`config.mk`:
```
export PLATFORM = sky130hd
export DESIGN_NAME = fractional_knapsack_bound
export DESIGN_NICKNAME = d
export VERILOG_FILES = /design/src/rtl/fkb_pkg.sv /design/src/rtl/fkb_front.sv /design/src/rtl/fkb_queue.sv /design/src/rtl/fkb_back.sv /design/src/rtl/fractional_knapsack_bound.sv
export SDC_FILE = /design/constraint.sdc
export NUM_CORES = 2
export LEC_CHECK = 0
export CORE_ASPECT_RATIO = 0.7
export CORE_MARGIN = 4
export CORE_UTILIZATION = 40
export CTS_BUF_LIST = sky130_fd_sc_hd__clkbuf_4
export DETAILED_ROUTE_END_ITERATION = 8
export DONT_BUFFER_PORTS = 1
export PLACE_DENSITY = 0.55
export REMOVE_ABC_BUFFERS = 1
export SLEW_MARGIN = 10
export SYNTH_ARGS = -nofsm -noshare
export SYNTH_HDL_FRONTEND = slang
export SYNTH_SLANG_ARGS = --single-unit
```
`constraint.sdc`:
```
create_clock -name clk -period 21.8 [get_ports clk]
set_input_delay 3.27 -clock clk [delete_from_list [all_inputs] [get_ports clk]]
set_output_delay 3.27 -clock clk [all_outputs]
set_load 0.01 [all_outputs]
```
`src/rtl/fkb_pkg.sv`:
```
// ----------------------------------------------------------------------------
// fkb_pkg: shared types for the fractional knapsack bound
// Stop codes, the entry type that crosses the front-to-back queue, the
// result type and the back-end state encoding.
// ----------------------------------------------------------------------------
package fkb_pkg;

  localparam int unsigned WORD_W     = 32;
  localparam int unsigned PROFIT_W   = 48;
  localparam int unsigned IDX_OUT_W  = 17;
  localparam int unsigned SHARE_W    = 31;

  localparam logic [PROFIT_W-1:0] PROFIT_MAX = {PROFIT_W{1'b1}};

  typedef enum logic [1:0] {
    STOP_CAPACITY  = 2'd0,
    STOP_NONPOS    = 2'd1,
    STOP_FRACTION  = 2'd2,
    STOP_EXHAUSTED = 2'd3
  } stop_reason_t;

  // One finished run as classified by the front end. The last three fields
  // only matter for a fractional stop.
  typedef struct packed {
    logic [PROFIT_W-1:0]  profit;
    logic [WORD_W-1:0]    weight;
    logic [IDX_OUT_W-1:0] index;
    stop_reason_t         reason;
    logic [WORD_W-1:0]    residual;
    logic [SHARE_W-1:0]   item_p;
    logic [WORD_W-1:0]    item_w;
  } fkb_entry_t;

  typedef struct packed {
    logic [PROFIT_W-1:0]  total_profit;
    logic [WORD_W-1:0]    total_weight;
    logic [PROFIT_W-1:0]  upper_bound;
    logic [IDX_OUT_W-1:0] stop_index;
    stop_reason_t         stop_reason;
  } fkb_result_t;

  typedef enum logic [3:0] {
    S_IDLE = 4'b0001,
    S_MUL  = 4'b0010,
    S_DIV  = 4'b0100,
    S_ADD  = 4'b1000
  } back_state_t;

endpackage

```
`src/rtl/fkb_front.sv`:
```
// ----------------------------------------------------------------------------
// fkb_front: run accumulator and stop classifier
// Accepts begin and item requests, keeps the running profit, weight and
// index, and pushes one entry into the queue when a run stops.
// ----------------------------------------------------------------------------
module fkb_front
  import fkb_pkg::*;
#(
  parameter int unsigned MAX_ITEMS = 65536
) (
  input  logic                clk,
  input  logic                rst,
  input  logic [WORD_W-1:0]   capacity,
  input  logic                in_valid,
  output logic                in_ready,
  input  logic                req_type,
  input  logic [WORD_W-1:0]   fixed_profit,
  input  logic [WORD_W-1:0]   fixed_weight,
  input  logic [15:0]         start_index,
  input  logic                no_items,
  input  logic [WORD_W-1:0]   item_profit,
  input  logic [WORD_W-1:0]   item_weight,
  input  logic                is_last,
  input  logic                q_full,
  output logic                q_push,
  output fkb_entry_t          q_entry
);

  localparam int unsigned IDX_NEED = $clog2(MAX_ITEMS + 1);
  localparam int unsigned IDX_W    = (IDX_NEED > IDX_OUT_W) ? IDX_NEED : IDX_OUT_W;
  localparam logic [IDX_W:0] MAX_IDX = (IDX_W + 1)'(MAX_ITEMS);

  logic [PROFIT_W-1:0] acc_profit, acc_profit_next;
  logic [WORD_W-1:0]   acc_weight, acc_weight_next;
  logic [IDX_W-1:0]    cur_index, cur_index_next;
  logic                run_done, run_done_next;

  logic                accept;
  logic [WORD_W:0]     new_w;
  logic [PROFIT_W:0]   psum;
  logic [PROFIT_W-1:0] profit_sat;
  logic [IDX_W:0]      idx_inc;
  logic [IDX_W:0]      start_ext;

  assign in_ready = !q_full;
  assign accept   = in_valid && in_ready;

  assign new_w      = {1'b0, acc_weight} + {1'b0, item_weight};
  assign psum       = {1'b0, acc_profit} + (PROFIT_W + 1)'(item_profit[SHARE_W-1:0]);
  assign profit_sat = psum[PROFIT_W] ? PROFIT_MAX : psum[PROFIT_W-1:0];
  assign idx_inc    = {1'b0, cur_index} + (IDX_W + 1)'(1);
  assign start_ext  = (IDX_W + 1)'(start_index);

  always_comb begin
    acc_profit_next  = acc_profit;
    acc_weight_next  = acc_weight;
    cur_index_next   = cur_index;
    run_done_next    = run_done;
    q_push           = 1'b0;
    q_entry.profit   = acc_profit;
    q_entry.weight   = acc_weight;
    q_entry.index    = cur_index[IDX_OUT_W-1:0];
    q_entry.reason   = STOP_CAPACITY;
    q_entry.residual = capacity - acc_weight;
    q_entry.item_p   = item_profit[SHARE_W-1:0];
    q_entry.item_w   = item_weight;
    if (accept) begin
      if (!req_type) begin
        acc_profit_next = PROFIT_W'(fixed_profit);
        acc_weight_next = fixed_weight;
        cur_index_next  = IDX_W'(start_index);
        run_done_next   = 1'b0;
        if (no_items || (start_ext >= MAX_IDX)) begin
          q_push         = 1'b1;
          run_done_next  = 1'b1;
          q_entry.profit = PROFIT_W'(fixed_profit);
          q_entry.weight = fixed_weight;
          q_entry.index  = IDX_OUT_W'(start_index);
          q_entry.reason = STOP_EXHAUSTED;
        end
      end else if (!run_done) begin
        priority if (acc_weight >= capacity) begin
          q_push         = 1'b1;
          run_done_next  = 1'b1;
          q_entry.reason = STOP_CAPACITY;
        end else if (item_profit[WORD_W-1] || (item_profit == '0)) begin
          q_push         = 1'b1;
          run_done_next  = 1'b1;
          q_entry.reason = STOP_NONPOS;
        end else if (new_w <= {1'b0, capacity}) begin
          acc_profit_next = profit_sat;
          acc_weight_next = new_w[WORD_W-1:0];
          cur_index_next  = idx_inc[IDX_W-1:0];
          if (is_last || (idx_inc >= MAX_IDX)) begin
            q_push         = 1'b1;
            run_done_next  = 1'b1;
            q_entry.profit = profit_sat;
            q_entry.weight = new_w[WORD_W-1:0];
            q_entry.index  = idx_inc[IDX_OUT_W-1:0];
            q_entry.reason = STOP_EXHAUSTED;
          end
        end else begin
          q_push         = 1'b1;
          run_done_next  = 1'b1;
          q_entry.reason = STOP_FRACTION;
        end
      end
    end
  end

  always_ff @(posedge clk) begin
    if (rst) begin
      acc_profit <= '0;
      acc_weight <= '0;
      cur_index  <= '0;
      run_done   <= 1'b1;
    end else begin
      acc_profit <= acc_profit_next;
      acc_weight <= acc_weight_next;
      cur_index  <= cur_index_next;
      run_done   <= run_done_next;
    end
  end

endmodule

```
`src/rtl/fkb_queue.sv`:
```
// ----------------------------------------------------------------------------
// fkb_queue: two-entry queue between front and back
// Decouples the classifier from the bound unit so that each can stall alone.
// ----------------------------------------------------------------------------
module fkb_queue
  import fkb_pkg::*;
(
  input  logic       clk,
  input  logic       rst,
  input  logic       push,
  input  fkb_entry_t push_entry,
  output logic       full,
  input  logic       pop,
  output logic       valid,
  output fkb_entry_t head
);

  fkb_entry_t slots [2];
  logic       wr_ptr;
  logic       rd_ptr;
  logic [1:0] count;

  assign full  = (count == 2'd2);
  assign valid = (count != 2'd0);
  assign head  = slots[rd_ptr];

  always_ff @(posedge clk) begin
    if (push) begin
      slots[wr_ptr] <= push_entry;
    end
  end

  always_ff @(posedge clk) begin
    if (rst) begin
      wr_ptr <= 1'b0;
      rd_ptr <= 1'b0;
      count  <= 2'd0;
    end else begin
      if (push) begin
        wr_ptr <= !wr_ptr;
      end
      if (pop) begin
        rd_ptr <= !rd_ptr;
      end
      unique case ({push, pop})
        2'b10:   count <= count + 2'd1;
        2'b01:   count <= count - 2'd1;
        default: count <= count;
      endcase
    end
  end

  a_no_overflow: assert property (@(posedge clk) disable iff (rst) push |-> (!full || pop))
    else $error("queue pushed while full");
  a_no_underflow: assert property (@(posedge clk) disable iff (rst) pop |-> valid)
    else $error("queue popped while empty");
  a_count_range: assert property (@(posedge clk) disable iff (rst)
    (count != 2'd3) |=> (count != 2'd3))
    else $error("queue count out of range");

endmodule

```
`src/rtl/fkb_back.sv`:
```
// ----------------------------------------------------------------------------
// fkb_back: bound unit and result register
// Passes whole-item stops straight to the output register; for a fractional
// stop it forms residual*p, divides by the item weight one bit per cycle and
// adds the floored share with saturation.
// ----------------------------------------------------------------------------
module fkb_back
  import fkb_pkg::*;
(
  input  logic        clk,
  input  logic        rst,
  input  logic        q_valid,
  input  fkb_entry_t  q_head,
  output logic        q_pop,
  output logic        out_valid,
  input  logic        out_ready,
  output fkb_result_t out_result
);

  localparam logic [4:0] LAST_STEP = 5'(SHARE_W - 1);

  back_state_t         st;
  fkb_entry_t          work;
  logic [WORD_W-1:0]   rem;
  logic [SHARE_W-1:0]  low;
  logic [SHARE_W-1:0]  quo;
  logic [4:0]          cnt;

  logic                out_free;
  logic                out_load;
  logic [2*WORD_W-2:0] product;
  logic [WORD_W:0]     trial;
  logic                take;
  logic [PROFIT_W:0]   bsum;

  assign out_free = !out_valid || out_ready;
  assign q_pop    = (st == S_IDLE) && q_valid && out_free;
  // A result enters the output register either straight from the queue or
  // at the end of the fractional path.
  assign out_load = (q_pop && (q_head.reason != STOP_FRACTION)) ||
                    ((st == S_ADD) && out_free);
  assign product  = (2*WORD_W - 1)'(work.residual * work.item_p);
  assign trial    = {rem, low[SHARE_W-1]};
  assign take     = (trial >= {1'b0, work.item_w});
  assign bsum     = {1'b0, work.profit} + (PROFIT_W + 1)'(quo);

  always_ff @(posedge clk) begin
    if (rst) begin
      st        <= S_IDLE;
      out_valid <= 1'b0;
      cnt       <= '0;
    end else begin
      if (out_load) begin
        out_valid <= 1'b1;
      end else if (out_valid && out_ready) begin
        out_valid <= 1'b0;
      end
      unique case (st)
        S_IDLE: begin
          if (q_pop && (q_head.reason == STOP_FRACTION)) begin
            st <= S_MUL;
          end
        end
        S_MUL: begin
          cnt <= '0;
          st  <= S_DIV;
        end
        S_DIV: begin
          cnt <= cnt + 5'd1;
          if (cnt == LAST_STEP) begin
            st <= S_ADD;
          end
        end
        S_ADD: begin
          if (out_free) begin
            st <= S_IDLE;
          end
        end
        default: st <= S_IDLE;
      endcase
    end
  end

  always_ff @(posedge clk) begin
    unique case (st)
      S_IDLE: begin
        if (q_pop) begin
          work <= q_head;
          if (q_head.reason != STOP_FRACTION) begin
            out_result.total_profit <= q_head.profit;
            out_result.total_weight <= q_head.weight;
            out_result.upper_bound  <= q_head.profit;
            out_result.stop_index   <= q_head.index;
            out_result.stop_reason  <= q_head.reason;
          end
        end
      end
      S_MUL: begin
        // The share is below p, so the top bits of the product are below w.
        rem <= product[2*WORD_W-2:SHARE_W];
        low <= product[SHARE_W-1:0];
      end
      S_DIV: begin
        rem <= take ? WORD_W'(trial - {1'b0, work.item_w}) : trial[WORD_W-1:0];
        low <= {low[SHARE_W-2:0], 1'b0};
        quo <= {quo[SHARE_W-2:0], take};
      end
      S_ADD: begin
        if (out_free) begin
          out_result.total_profit <= work.profit;
          out_result.total_weight <= work.weight;
          out_result.upper_bound  <= bsum[PROFIT_W] ? PROFIT_MAX : bsum[PROFIT_W-1:0];
          out_result.stop_index   <= work.index;
          out_result.stop_reason  <= work.reason;
        end
      end
      default: ;
    endcase
  end

  a_rem_below_divisor: assert property (@(posedge clk) disable iff (rst)
    (st == S_DIV) |-> (rem < work.item_w))
    else $error("division remainder not below divisor");
  a_bound_not_below: assert property (@(posedge clk) disable iff (rst)
    out_valid |-> (out_result.upper_bound >= out_result.total_profit))
    else $error("bound below total profit");
  a_whole_stop_bound: assert property (@(posedge clk) disable iff (rst)
    (out_valid && (out_result.stop_reason != STOP_FRACTION))
      |-> (out_result.upper_bound == out_result.total_profit))
    else $error("bound differs from profit on a whole-item stop");
  a_div_steps: assert property (@(posedge clk) disable iff (rst)
    (st == S_DIV) |-> (cnt <= LAST_STEP))
    else $error("division ran past its last step");

endmodule

```
`src/rtl/fractional_knapsack_bound.sv`:
```
// ----------------------------------------------------------------------------
// fractional_knapsack_bound: greedy fractional knapsack upper bound
// Accumulates items sorted by profit/weight ratio against a capacity and
// reports the run totals and the bound with the floored fractional share.
// ----------------------------------------------------------------------------
//
//   Channel   Direction  Handshake                    Payload
//   s_axis    in         s_axis_tvalid/s_axis_tready  tdata, tuser, tlast
//   m_axis    out        m_axis_tvalid/m_axis_tready  tdata
//   cfg       in         cfg_valid/cfg_ready          cfg_data (capacity)
//
// The front end takes one request per cycle whenever the two-entry queue has
// room; a request that stops a run takes a queue slot.
// A whole-item stop is loaded into the output register at the edge that pops
// it from the queue. A fractional stop passes through a multiply, then a
// bit-serial division and then an add in the back end.
// Reset is synchronous; it clears the capacity to zero and leaves no run open.
// A stalled output holds the back end, and once the queue fills the input
// stalls too. The capacity port is always ready.
module fractional_knapsack_bound
  import fkb_pkg::*;
#(
  parameter int unsigned MAX_ITEMS = 65536
) (
  input  logic         clk,
  input  logic         rst,
  // Stream input.
  input  logic         s_axis_tvalid,
  output logic         s_axis_tready,
  // From bit 0: fixed_profit[31:0], fixed_weight[31:0], start_index[15:0],
  // no_items, item_profit[31:0], item_weight[31:0], seven zero bits.
  input  logic [151:0] s_axis_tdata,
  // req_type: 0 begins a run, 1 carries one item.
  input  logic         s_axis_tuser,
  // is_last of an item request.
  input  logic         s_axis_tlast,
  // Stream output.
  output logic         m_axis_tvalid,
  input  logic         m_axis_tready,
  // From bit 0: total_profit[47:0], total_weight[31:0], upper_bound[47:0],
  // stop_index[16:0], stop_reason[1:0], five zero bits.
  output logic [151:0] m_axis_tdata,
  // Capacity write channel.
  input  logic         cfg_valid,
  output logic         cfg_ready,
  input  logic [31:0]  cfg_data
);

  logic [WORD_W-1:0] capacity;
  logic              q_push, q_full, q_pop, q_valid;
  fkb_entry_t        q_entry, q_head;
  fkb_result_t       result;

  // The user must change configuration only while idle; not enforced here.
  assign cfg_ready = 1'b1;

  always_ff @(posedge clk) begin
    if (rst) begin
      capacity <= '0;
    end else if (cfg_valid && cfg_ready) begin
      capacity <= cfg_data;
    end
  end

  fkb_front #(
    .MAX_ITEMS (MAX_ITEMS)
  ) u_front (
    .clk          (clk),
    .rst          (rst),
    .capacity     (capacity),
    .in_valid     (s_axis_tvalid),
    .in_ready     (s_axis_tready),
    .req_type     (s_axis_tuser),
    .fixed_profit (s_axis_tdata[31:0]),
    .fixed_weight (s_axis_tdata[63:32]),
    .start_index  (s_axis_tdata[79:64]),
    .no_items     (s_axis_tdata[80]),
    .item_profit  (s_axis_tdata[112:81]),
    .item_weight  (s_axis_tdata[144:113]),
    .is_last      (s_axis_tlast),
    .q_full       (q_full),
    .q_push       (q_push),
    .q_entry      (q_entry)
  );

  fkb_queue u_queue (
    .clk        (clk),
    .rst        (rst),
    .push       (q_push),
    .push_entry (q_entry),
    .full       (q_full),
    .pop        (q_pop),
    .valid      (q_valid),
    .head       (q_head)
  );

  fkb_back u_back (
    .clk        (clk),
    .rst        (rst),
    .q_valid    (q_valid),
    .q_head     (q_head),
    .q_pop      (q_pop),
    .out_valid  (m_axis_tvalid),
    .out_ready  (m_axis_tready),
    .out_result (result)
  );

  // Output packing, lowest field first, zero fill to whole bytes.
  assign m_axis_tdata = {5'b0,
                         result.stop_reason,
                         result.stop_index,
                         result.upper_bound,
                         result.total_weight,
                         result.total_profit};

endmodule
```
-- After elaboration in Yosys (flattened, before gate mapping)
Memories as Yosys holds them, arrays and structs flattened. A register that Yosys moved wholly into a read port is not among the register bits.
Index checks and enable logic that the tools add are counted.
- add/subtract/negate cells: 9
- multiply operators: 1
- magnitude comparators: 5
- eq/ne operators: 19
- mux-type cells: 57
- reductions and logical operators: 26
- operators by type and width (operator ; count):
    two-way mux 99 bit ; 5
    two-way mux 147 bit ; 3
    two-way mux 48 bit ; 7
    one-hot mux 147 bit (2 select lines) ; 1
    two-way mux 97 bit ; 3
    two-way mux 32 bit ; 6
    adder 48 x 31 -> 49 bit ; 2
    two-way mux 17 bit ; 5
    one-hot mux 32 bit (2 select lines) ; 1
    subtractor 32 bit ; 2
    multiplier 32 x 31 -> 63 bit ; 1
    one-hot mux 31 bit (2 select lines) ; 1
    adder 32 x 32 -> 33 bit ; 1
    greater-or-equal comparator 33 x 32 -> 1 bit ; 1
    less-or-equal comparator 33 x 32 -> 1 bit ; 1
    greater-or-equal comparator 32 bit ; 1
    logical NOT 32 bit ; 1
    adder 17 x 1 -> 18 bit (second input constant) ; 1
    greater-or-equal comparator 18 x 17 -> 1 bit (second input constant) ; 1
    greater-or-equal comparator 16 x 17 -> 1 bit (second input constant) ; 1
    two-way mux 1 bit ; 16
    one-hot mux 4 bit (4 select lines) ; 1
    two-way mux 4 bit ; 3
    inequality test 2 bit (second input constant) ; 6
    22 further kinds ; 46
- register bits: 579
- memory bits (writable): 388
- output and inout port bits: 155
- word-level logic and storage cells: 144
- memories: 1
- memories (name ; depth ; width ; rd ports ; clocked after memory_dff ; wr ports ; line ; RTL):
    u_queue.slots ; 2 ; 194 ; 1 ; 1 ; 1 ; fkb_queue.sv:18 ; fkb_entry_t slots [2];

-- Logic depth before layout (Yosys ltp)
- depth after elaboration: 12
- gate-level depth with buffers: 30
- gate-level depth less buffers: 28

-- Hierarchy
A second synthesis with hierarchy kept.
- cell total of the unflattened synthesis: 7870
- area total of the unflattened synthesis: 81237.9 µm²
- by module, submodules not included (module ; times used ; cells an instance ; area an instance (µm²) ; sequential area each (µm²)):
    fkb_back ; 1 ; 5245 ; 51956.1 ; 13262.7
    fkb_queue ; 1 ; 626 ; 14873.0 ; 11751.3
    fkb_front ; 1 ; 1888 ; 13192.7 ; 1961.9
    fractional_knapsack_bound ; 1 ; 111 ; 1216.2 ; 640.6

-- Least setup slack after synthesis
OpenSTA, ideal clock, no wires.
- path type: input-to-reg
- from: input port s_axis_tdata[113]
- to: memory u_queue.slots[0][0] (netlist name) (enable)
- setup time: 0.752 ns
- arrival time: 15.080 ns
- data required time: 21.048 ns
- slack: 5.968 ns
- stages: 20
- buffers on the path: 0
- cell sequence: ha_1 fa_1 a21oi_1 o211ai_1 nor4b_2 o21ai_0 o21bai_1 a21o_1 a21oi_1 xnor2_1 ha_1 nand4_1 nor4_1 o21ai_0 o21ai_0 a211o_1 a22oi_1 and2_1 a221o_1 nor2_1
- word-level cells in the longest chain between the ends: 10
- RTL lines (what ; line ; RTL):
    start, declared ; fractional_knapsack_bound.sv:32 ; input logic [151:0] s_axis_tdata,
    adder 32 x 32 -> 33 bit ; fkb_front.sv:48 ; assign new_w = {1'b0, acc_weight} + {1'b0, item_weight};
    less-or-equal comparator 33 x 32 -> 1 bit ; fkb_front.sv:90 ; end else if (new_w <= {1'b0, capacity}) begin
    two-way mux 1 bit ; fkb_front.sv:90 ;
    two-way mux 1 bit ; fkb_front.sv:86 ; end else if (item_profit[WORD_W-1] || (item_profit == '0)) begin
    two-way mux 1 bit ; fkb_front.sv:82 ; priority if (acc_weight >= capacity) begin
    two-way mux 1 bit ; fkb_front.sv:81 ; end else if (!run_done) begin
    two-way mux 1 bit ; fkb_front.sv:68 ; if (!req_type) begin
    two-way mux 1 bit ; fkb_front.sv:67 ; if (accept) begin
    two-way mux 1 bit ; fkb_queue.sv:28 ; if (push) begin
    two-way mux 1 bit (not written as such) ; fkb_queue.sv:29 ; slots[wr_ptr] <= push_entry;
    end, declared ; fkb_queue.sv:18 ;
No other way between the ends.

==> impl_metrics.ini <==
[worst_hold_path]
min_delay_path_depth = 0
hp-class = reg2reg
worstHoldStart = u_back.quo[6]$_DFFE_PP_

[routing]
vias = 57410
drcViolationCount = 0
firstDrtPassIters = 6
avgViaCountPerCell = 5.483
dr.first_iter.drc_count = 5184
ant_nets = 0
post_drt_wl_per_cell_um = 23.36
wirelength_um = 244600

[clock_tree]
clock_latency_ns = 1.19
cts_setup_buffers = 0
cts.sinks = 968
clk_path_buf_depth = 4
htree_levels = 4
cts_buffers = 237
cts_tree = done
cts_resized = 0
cts_root_buffer = clkbuf_4
clkTransAtPathRegs_ns = 0.07
cts_hold_buf = 0

[yosys]
syn_area_sq_um = 79780
synth_top_family_by_area = adder cells
yosys.area_share.simple = 0.1352
async_flop_share = 0
synth_area_leader_cell = edfxtp_1
ys_seq_area_frac = 0.3462
synthTopCellsByArea = edfxtp_1 31%, fa_1 22%, ha_1 7.1%
yosysWarningCount = 0
synth_seq_cells = 968
syn_inst = 7675
synth_top_area_frac = 0.3098
synth_edf_count = 823
synth_mux_area_frac = 0.03686
synthFlopType = edfxtp_1
syn_area_per_cell_sq_um = 10.39
synth_compound_area_frac = 0.1035
synth-xor-area-share = 0.02174
synthAdderAreaFrac = 0.2891
ys_types = 99

[worst_setup_path]
r2r_slack_ns = 12.79
r2r_cells = 28
crit_arrival_ns = 10.85
cp-start-kind = input port
cp-startpoint = s_axis_tdata[113]
criticalPathCategory = in2reg
worst_ep_required_time_ns = 22.57
end_kind = flop
rr_startpoint = u_back.work[75]$_DFFE_PP_
cp_max_fo = 20

[placement]
place_hpwl_um = 177100
dpl-instance-area_sq_um = 82450
dp_slack_ns = 10.73
port_buffers = 0
place.gp.congestion = 0.9478

[grt]
first_global_vias = 57040
grt_use_total = 0.2332
grt_pass1_wl_um = 366700
grt_antenna_before_repair = 24
overflow = 0
grt_max_degree = 151

[floorplanning]
dieArea_sq_um = 206800
initial_core_util = 0.4042
top_level_ports = 346
fp.coreArea_sq_um = 197400
die_h_um = 381.6
rows = 136
die_w_um = 541.8

[sta]
period_share = 0.4625
skew_ns = 0.1719
slew_violations = 0
min_period_ns = 10.08
max_freq_ghz = 0.09918
finalSetupViolCount = 0
tightest_slew_ns = 1.276
setup_ws_ns = 11.72
relSlewSlack = 0.1402
hold_slack_ns = 0.4581
setup_tns_ns = 0
grt_setup_unrepaired = no
finalHoldViolCount = 0

[cells_and_area]
final_area_sq_um = 85580
nets = 9139
layout-area-overhead-vs-synth_pct = 7.280
layout-drive-gt1-share = 0.09829
mostFrequentLayoutCells = 995 x inv_1, 871 x fa_1, 823 x edfxtp_1
final_common_cell = inv_1

[flow_run]
cap_violations = 0

[run_status]
status = finished, final reports clean
-- flip-flops by register name, indices dropped and copies added (netlist names), named ones only --
| signal | cells |
|---|---|
| u_queue.wr_ptr | 1 |
| u_front.acc_profit | 48 |
| u_queue.count | 2 |
| u_back.out_result | 147 |
| capacity | 32 |
| u_back.st | 4 |
| u_front.run_done | 1 |
| u_back.quo | 31 |
| u_front.cur_index | 17 |
| u_queue.slots | 388 |
| u_back.low | 31 |
| u_back.rem | 32 |
| u_back.work | 194 |
| u_back.cnt | 5 |
| u_back.out_valid | 1 |
| u_front.acc_weight | 32 |
| u_queue.rd_ptr | 1 |
-- metal layers --
metal  wire (um)  part of all wire  vias to the layer above  track usage
li1            -                 -                    25800            -
met1      112900              0.46                    28960       0.3489
met2      100700              0.41                     2354       0.3280
met3       26740              0.11                      285      0.07900
met4        4197             0.017                       10      0.04228
met5          75           0.00031                        -            0
-- cell families (layout without fill, tap and decap cells) --
logic type               count (synthesis)  in the layout
multiplexers                           269            269
buffers and inverters                 1405           1550
XOR/XNOR                               198            198
other                                    2             30
AND/OR/NAND/NOR                       2267           2267
AO/OA/AOI/OAI                         1245           1245
adder cells (fa/ha/maj)               1321           1321
flip-flops                             968            968
-- layout make-up --
class | count | area (sq um)
fill | 19020 | 111800
multi-input combinational | 5306 | 46900
sequential | 968 | 27620
inverter | 999 | 3751
tap | 2622 | 3281
clock buffer | 363 | 2725
timing repair buffer | 115 | 900.9
clock inverter | 73 | 350.3
antenna | 24 | 60.06
-- worst max-delay path: stages --
cell      delay (ns)
ha_1            0.21
fa_1            0.41
a21oi_1         0.54
o211ai_1        0.25
nor4b_2         0.26
o21ai_0         0.53
o21bai_1        0.23
a21o_1          0.22
a21oi_1         0.18
xnor2_1         0.16
ha_1            0.33
nand4_1         0.20
nor4_1          0.46
nand2_1         0.18
or4_1           0.58
a22oi_1         0.37
nand3_1         0.80
nor2_2          0.80
o21ai_2         0.08
buf_4           0.26
a221o_1         0.49
-- stage by stage --
stage,util,instances
floorplan,-,7273
global placement,0.4177,10010
detailed placement,0.4177,10010
CTS,0.4333,10450
global route,0.4334,10460
finish,0.4336,10470
-- path summary, 6_finish.rpt --
check,end
setup / recovery,u_queue.slots[1][172]$_DFFE_PP_
hold / removal,u_back.quo[7]$_DFFE_PP_
setup reg to reg,u_back.rem[25]$_DFFE_PP_
hold reg to reg,u_back.quo[7]$_DFFE_PP_
-- cells in the mapped netlist, types with 14 or more instances --
cell type	count
xnor2_1	125
fa_1	871
nor3_1	61
nand3_1	86
nor4_1	14
buf_2	35
ha_1	450
o21ai_0	181
a211oi_1	58
inv_1	998
o22ai_1	42
or2_2	17
and3_1	54
nor2_1	545
o21a_1	41
clkbuf_1	340
a221o_1	36
o211ai_1	47
a21o_1	127
nand4_1	41
o21bai_1	33
a22o_1	29
and2_1	529
dfxtp_1	145
nand2_1	785
o31ai_1	25
a22oi_1	23
a311oi_1	20
a31oi_1	42
edfxtp_1	823
a21oi_1	383
buf_1	16
nor2b_1	32
or3_1	21
mux2i_1	71
mux2_2	198
nand2b_1	30
a21boi_0	17
xor2_1	73
Power is not shown: default switching activity piles up to over one toggle a cycle in this logic, so the estimate is an artifact.
